File: src/rtl/gha_pkg.sv
// types and constants shared by the handle allocator modules
package gha_pkg;

  // table size, top generation and recycle tries, fixed to the field widths below
  localparam int CAPACITY       = 1024;
  localparam int MAX_GENERATION = 255;
  localparam int RECYCLE_TRIES  = 5;

  typedef enum logic [1:0] {
    REQ_SPAWN   = 2'd0,
    REQ_KILL    = 2'd1,
    REQ_ALIVE   = 2'd2,
    REQ_CLEANUP = 2'd3
  } req_e;

  typedef enum logic [1:0] {
    ST_OK    = 2'd0,
    ST_FULL  = 2'd1,
    ST_STALE = 2'd2
  } status_e;

  typedef struct packed {
    logic [1:0] req_type;
    logic [9:0] handle_index;
    logic [7:0] handle_generation;
  } req_t;

  typedef struct packed {
    logic [1:0]  status;
    logic [9:0]  out_index;
    logic [7:0]  out_generation;
    logic        alive;
    logic [10:0] cleaned_count;
  } rsp_t;

  // datapath operations issued by the controller
  typedef enum logic [3:0] {
    OP_NONE      = 4'd0,
    OP_LATCH     = 4'd1,  // capture request
    OP_POP_RD    = 4'd2,  // pop free stack, read its entry
    OP_POP_GEN   = 4'd3,  // read generation of popped index
    OP_POP_EVAL  = 4'd4,  // decide on popped index
    OP_FRESH     = 4'd5,  // hand out fresh index or flag full
    OP_HGEN      = 4'd6,  // read generation of request handle
    OP_KILL      = 4'd7,  // apply kill
    OP_ALIVE     = 4'd8,  // report alive
    OP_CL_RD     = 4'd9,  // read tombstone entry
    OP_CL_WB     = 4'd10, // recycle tombstone entry
    OP_CL_DONE   = 4'd11  // report cleanup
  } op_e;

  typedef struct packed {
    op_e op;
  } cmd_t;

  typedef struct packed {
    logic [1:0] req_type;
    logic       free_empty;   // free stack empty
    logic       pop_ok;       // popped index reusable
    logic       tries_done;   // recycle tries spent
    logic       tomb_done;    // cleanup walk finished
  } sts_t;

endpackage

File: src/rtl/gha_ctrl.sv
// controller state machine of the handle allocator
module gha_ctrl import gha_pkg::*; (
  input  logic clk_i,
  input  logic rst_ni,
  input  logic start_i,
  output logic busy_o,
  input  sts_t sts_i,
  output cmd_t cmd_o
);

  localparam logic [3:0] S_IDLE  = 4'd0;
  localparam logic [3:0] S_DISP  = 4'd1;
  localparam logic [3:0] S_POP   = 4'd2;
  localparam logic [3:0] S_PGEN  = 4'd3;
  localparam logic [3:0] S_PEVAL = 4'd4;
  localparam logic [3:0] S_FRESH = 4'd5;
  localparam logic [3:0] S_HGEN  = 4'd6;
  localparam logic [3:0] S_KILL  = 4'd7;
  localparam logic [3:0] S_ALIVE = 4'd8;
  localparam logic [3:0] S_CLRD  = 4'd9;
  localparam logic [3:0] S_CLWB  = 4'd10;
  localparam logic [3:0] S_CLEND = 4'd11;

  logic [3:0] state_q, state_d;

  always_ff @(posedge clk_i or negedge rst_ni) begin
    if (!rst_ni) begin
      state_q <= S_IDLE;
    end else begin
      state_q <= state_d;
    end
  end

  always_comb begin
    state_d = state_q;
    cmd_o.op = OP_NONE;
    case (state_q)
      S_IDLE: begin
        if (start_i) begin
          cmd_o.op = OP_LATCH;
          state_d = S_DISP;
        end
      end
      S_DISP: begin
        case (sts_i.req_type)
          REQ_SPAWN:   state_d = S_POP;
          REQ_KILL:    state_d = S_HGEN;
          REQ_ALIVE:   state_d = S_HGEN;
          default:     state_d = S_CLRD;
        endcase
      end
      S_POP: begin
        if (sts_i.free_empty || sts_i.tries_done) begin
          state_d = S_FRESH;
        end else begin
          cmd_o.op = OP_POP_RD;
          state_d = S_PGEN;
        end
      end
      S_PGEN: begin
        cmd_o.op = OP_POP_GEN;
        state_d = S_PEVAL;
      end
      S_PEVAL: begin
        cmd_o.op = OP_POP_EVAL;
        state_d = sts_i.pop_ok ? S_IDLE : S_POP;
      end
      S_FRESH: begin
        cmd_o.op = OP_FRESH;
        state_d = S_IDLE;
      end
      S_HGEN: begin
        cmd_o.op = OP_HGEN;
        state_d = (sts_i.req_type == REQ_KILL) ? S_KILL : S_ALIVE;
      end
      S_KILL: begin
        cmd_o.op = OP_KILL;
        state_d = S_IDLE;
      end
      S_ALIVE: begin
        cmd_o.op = OP_ALIVE;
        state_d = S_IDLE;
      end
      S_CLRD: begin
        if (sts_i.tomb_done) begin
          state_d = S_CLEND;
        end else begin
          cmd_o.op = OP_CL_RD;
          state_d = S_CLWB;
        end
      end
      S_CLWB: begin
        cmd_o.op = OP_CL_WB;
        state_d = S_CLRD;
      end
      S_CLEND: begin
        cmd_o.op = OP_CL_DONE;
        state_d = S_IDLE;
      end
      default: state_d = S_IDLE;
    endcase
  end

  assign busy_o = (state_q != S_IDLE);

endmodule

File: config.mk
export PLATFORM = sky130hd
export DESIGN_NAME = gha_ctrl
export DESIGN_NICKNAME = d
export VERILOG_FILES = /design/src/rtl/gha_pkg.sv /design/src/rtl/gha_ctrl.sv
export SDC_FILE = /design/constraint.sdc
export NUM_CORES = 1
export LEC_CHECK = 0
export ABC_AREA = 1
export ABC_CLOCK_PERIOD_IN_PS = 1300
export BUFFER_PORTS_ARGS = -buffer_cell sky130_fd_sc_hd__clkbuf_2
export CAP_MARGIN = 5
export CORE_AREA = 2 2 39 41
export DETAILED_ROUTE_END_ITERATION = 10
export DIE_AREA = 0 0 41 43
export GPL_ROUTABILITY_DRIVEN = 0
export SLEW_MARGIN = 10
export SYNTH_ARGS = -nofsm -noshare
export SYNTH_HDL_FRONTEND = slang
export SYNTH_SLANG_ARGS = --single-unit
File: constraint.sdc
create_clock -name clk_i -period 1.3 [get_ports clk_i]
set_input_delay 0.325 -clock clk_i [delete_from_list [all_inputs] [get_ports clk_i]]
set_output_delay 0.325 -clock clk_i [all_outputs]
set_load 0.01 [all_outputs]
==> impl_results.rst <==
.. list-table::
   :header-rows: 1

   * - Metric
     - Value
   * - Outcome
     - finished with violations
   * - Violations in the final reports
     - negative setup slack
   * - Iteration count of the initial detailed-routing pass
     - 4
   * - Post-synthesis instance total
     - 60
   * - Average via count per standard cell
     - 4.473
   * - Starting DRC count in detailed routing
     - 7
   * - Number of clock buffers inserted by TritonCTS
     - 3
   * - Share of the cycle needed by the critical path after routing
     - 122.6%
   * - Synthesized area divided by synthesized cell count
     - 6.444 sq um
   * - Core Region
     - 1384 sq um
   * - Max-slew headroom at the worst pin
     - 87.60%
   * - YS warnings
     - 0
   * - Net count of the finished layout
     - 109
   * - Proportion of synthesized chip area in sequential cells
     - 25.89%
   * - Skew final
     - 0.009253 ns
   * - Final slew viol count
     - 0
   * - Total of max-cap violations
     - 0
   * - P_leak
     - 0.3962 nW
   * - Register with the most flip-flops
     - state_q
   * - Final core utilization
     - 52.62%
   * - Fraction of power spent switching nets
     - 43.47%
   * - Clock tree from TritonCTS
     - built
   * - Overall die area
     - 1763 sq um
   * - Non-filler instance count after layout
     - 112
   * - Unrepaired setup endpoints after global routing
     - true
   * - IO buf count
     - 13
   * - Clock buffer depth
     - 2
   * - Switching pwr
     - 0.7756 mW
   * - Starting density of the core
     - 27.94%
   * - Number of nets in the synthesized netlist
     - 71
   * - Inserted Diodes
     - 0
   * - Number of global-route vias before repair
     - 451
   * - Top-Level Pins
     - 14
   * - Req. time, crit path
     - 0.98 ns
   * - Clock Pin Slew Worst Setup and Hold Paths
     - 0.04 ns
   * - Largest registers
     - state_q: 4 flops
   * - Number of sinks on the clock net
     - 4
   * - Pint
     - 1.009 mW
   * - Antenna violations before repair
     - 0
   * - Wire length of the first global-routing pass
     - 1704 microns
   * - CP endpoint kind
     - output pin
   * - Filler Cells Inserted
     - 134
   * - DIE WIDTH
     - 41 microns
   * - Post-DRT Antenna Nets
     - 0
   * - Crit start category
     - flop
   * - Transition time of the tightest slew-check pin
     - 0.1851 ns
   * - Die span in y
     - 43 microns
   * - Maximum net fanout on the critical path
     - 4
   * - Total congestion overflow
     - 0
   * - P per Cell Area
     - 2450 nW/um^2
   * - Number of standard-cell rows in the floorplan
     - 14
   * - Flip-flop count of the largest register, all copies and words added
     - 4
   * - Flip-flop and latch count after synthesis
     - 4
   * - Min setup slack post-route
     - -0.2936 ns
   * - Clock latency on the worst-skew pair
     - 0.24 ns
   * - Half-perimeter wire length of the detailed placement result
     - 831.1 microns
   * - Sequential share of power
     - 15.6%
   * - Worst hold-check path type
     - in -> reg
   * - H-tree depth
     - 1
   * - Final hold violations
     - 0
   * - Overall via count from detail_route
     - 501
   * - Inst Count DP
     - 101
   * - Average wire per standard cell
     - 10.96 microns
   * - Area Growth Syn to Fin
     - 88.35%
   * - Number of remaining DRC errors
     - 0
   * - Total track usage
     - 14.31%
   * - Share of cells above drive strength 1
     - 58.33%
   * - Clock root buffer
     - sky130_fd_sc_hd__clkbuf_4
   * - Count of distinct cell types in the synthesized netlist
     - 14
   * - Largest net degree at the start of global routing
     - 6
   * - Comb pwr share
     - 75.4%
   * - Maximum resistive drop on vdd
     - 0.7477 mV
   * - Period minus WS final
     - 1.594 ns
   * - Power share of the clock group
     - 9.0%
   * - Netlist area before placement
     - 386.6 sq um
   * - Arrival time of the worst setup path
     - 1.27 ns
   * - Final-report setup violation count
     - 6
   * - Detailed Route WL
     - 1227 microns
   * - Path type of the worst setup path
     - reg -> out
   * - FMAX
     - 0.6275 GHz
[stage by stage]
| step | setup TNS (ns) | hold WS, ns | area, sq um | setup slack, ns | power [mW] |
|---|---|---|---|---|---|
| after global routing | -1.495 | 0.3694 | 728.2 | -0.3665 | 1.920 |
| after global placement | -0.08126 | 0.1327 | 561.8 | -0.04981 | 1.157 |
| after detailed placement | -0.1013 | 0.1411 | 561.8 | -0.05989 | 1.155 |
| final | -1.112 | 0.3571 | 728.2 | -0.2936 | 1.784 |
| after floorplan | 0 | 0.02941 | 386.6 | 0.01389 | 0.7213 |
| after CTS | -1.152 | 0.3605 | 661.9 | -0.3055 | 1.519 |
[path summary, 6_finish.rpt]
| path | from | cells after the start | end | slack (ns) |
|---|---|---|---|---|
| setup / recovery | state_q[3]$_DFFE_PN0P_ | 5 | cmd_o[1] | -0.29 |
| min in group asynchronous | rst_ni | 2 | state_q[0]$_DFFE_PN0P_ | 0.43 |
| setup reg to reg | state_q[3]$_DFFE_PN0P_ | 9 | state_q[1]$_DFFE_PN0P_ | 0 |
| max in group asynchronous | rst_ni | 2 | state_q[1]$_DFFE_PN0P_ | 0.72 |
| hold / removal | start_i | 3 | state_q[0]$_DFFE_PN0P_ | 0.36 |
| hold reg to reg | state_q[0]$_DFFE_PN0P_ | 3 | state_q[2]$_DFFE_PN0P_ | 0.78 |
[placed cells by master (no fill, tap or decap)]
cell                            Yosys  layout
sky130_fd_sc_hd__nand3_2            1       3
sky130_fd_sc_hd__inv_2              4       5
sky130_fd_sc_hd__dlygate4sd3_1      0       1
sky130_fd_sc_hd__clkbuf_4           0       3
sky130_fd_sc_hd__nand2_4            0       1
sky130_fd_sc_hd__nand2_2            0       1
sky130_fd_sc_hd__nand3_1            6       4
sky130_fd_sc_hd__ha_1               2       2
sky130_fd_sc_hd__o21ai_0            2       2
sky130_fd_sc_hd__o211ai_1           2       2
sky130_fd_sc_hd__nand4_1            2       2
sky130_fd_sc_hd__dfrtp_2            0       3
sky130_fd_sc_hd__buf_6              0       8
sky130_fd_sc_hd__buf_4              0      13
sky130_fd_sc_hd__clkbuf_2           0       9
sky130_fd_sc_hd__inv_1              7       6
sky130_fd_sc_hd__nor2_4             2       5
sky130_fd_sc_hd__dfrtp_1            4       1
sky130_fd_sc_hd__nor2_1             8       5
sky130_fd_sc_hd__nor2_2             3       3
sky130_fd_sc_hd__buf_2              0       2
sky130_fd_sc_hd__nand3b_1           2       2
sky130_fd_sc_hd__nand2_1           15      13
[area by class of cell]
type / instances / area [sq um] / area share, %
clock buffer: 3 / 22.52 / 3.093
sequential: 4 / 103.9 / 14.26
multi-input combinational: 45 / 287.8 / 39.52
tap: 16 / 20.02 / 2.749
timing repair buffer: 33 / 252.7 / 34.71
inverter: 11 / 41.29 / 5.670
[cell families after synthesis]
| group | share of synthesized area [%] |
|---|---|
| and+or+nand+nor | 50.48 |
| buffers and inverters | 10.68 |
| adders and majority gates | 6.471 |
| AOI/OAI and AO/OA | 6.471 |
| DFF | 25.89 |
[cells in the mapped netlist, drive strengths merged]
cell type	count	area, sq um
nand3b	2	15.01
o211ai	2	15.01
dfrtp	4	100.1
o21ai	2	10.01
inv	11	41.29
nand2	15	56.30
nand3	7	40.04
ha	2	25.02
nor2	13	71.32
nand4	2	12.51
[power groups by stage]
stage / sequential (mW) / combinational (mW) / clock [mW]
4_1_cts: 0.271 / 1.09 / 0.163
5_1_grt: 0.286 / 1.46 / 0.176
3_3_place_gp: 0.262 / 0.895 / 0
6_report: 0.279 / 1.34 / 0.160
3_5_place_dp: 0.261 / 0.894 / 0
2_1_floorplan: 0.265 / 0.456 / 0
[what timing repair did]
action	4_1_cts	5_1_grt
pin swaps	3	3
hold buffers	1	0
setup buffers	4	3
resized for setup	13	14
setup endpoints to repair	5	7
hold endpoints to repair	4	0
[worst max-delay path, stage by stage (launching register included)]
cell	delay [ns]
sky130_fd_sc_hd__dfrtp_2	0.43
sky130_fd_sc_hd__nor2_4	0.17
sky130_fd_sc_hd__nand2_1	0.11
sky130_fd_sc_hd__o211ai_1	0.11
sky130_fd_sc_hd__nand2_1	0.07
sky130_fd_sc_hd__buf_2	0.14
[metal layers]
layer  wire length (microns)  up-vias  part of all wire (%)  GRT usage, %
li1                        -      265                     -             -
met1                     520      217                    42         17.26
met2                     632       17                    52         22.19
met3                      57        2                   4.6         4.712
met4                      16        0                   1.3         6.000
met5                       0        -                     0             0
No activity file was read; power rests on OpenSTA's default activity.
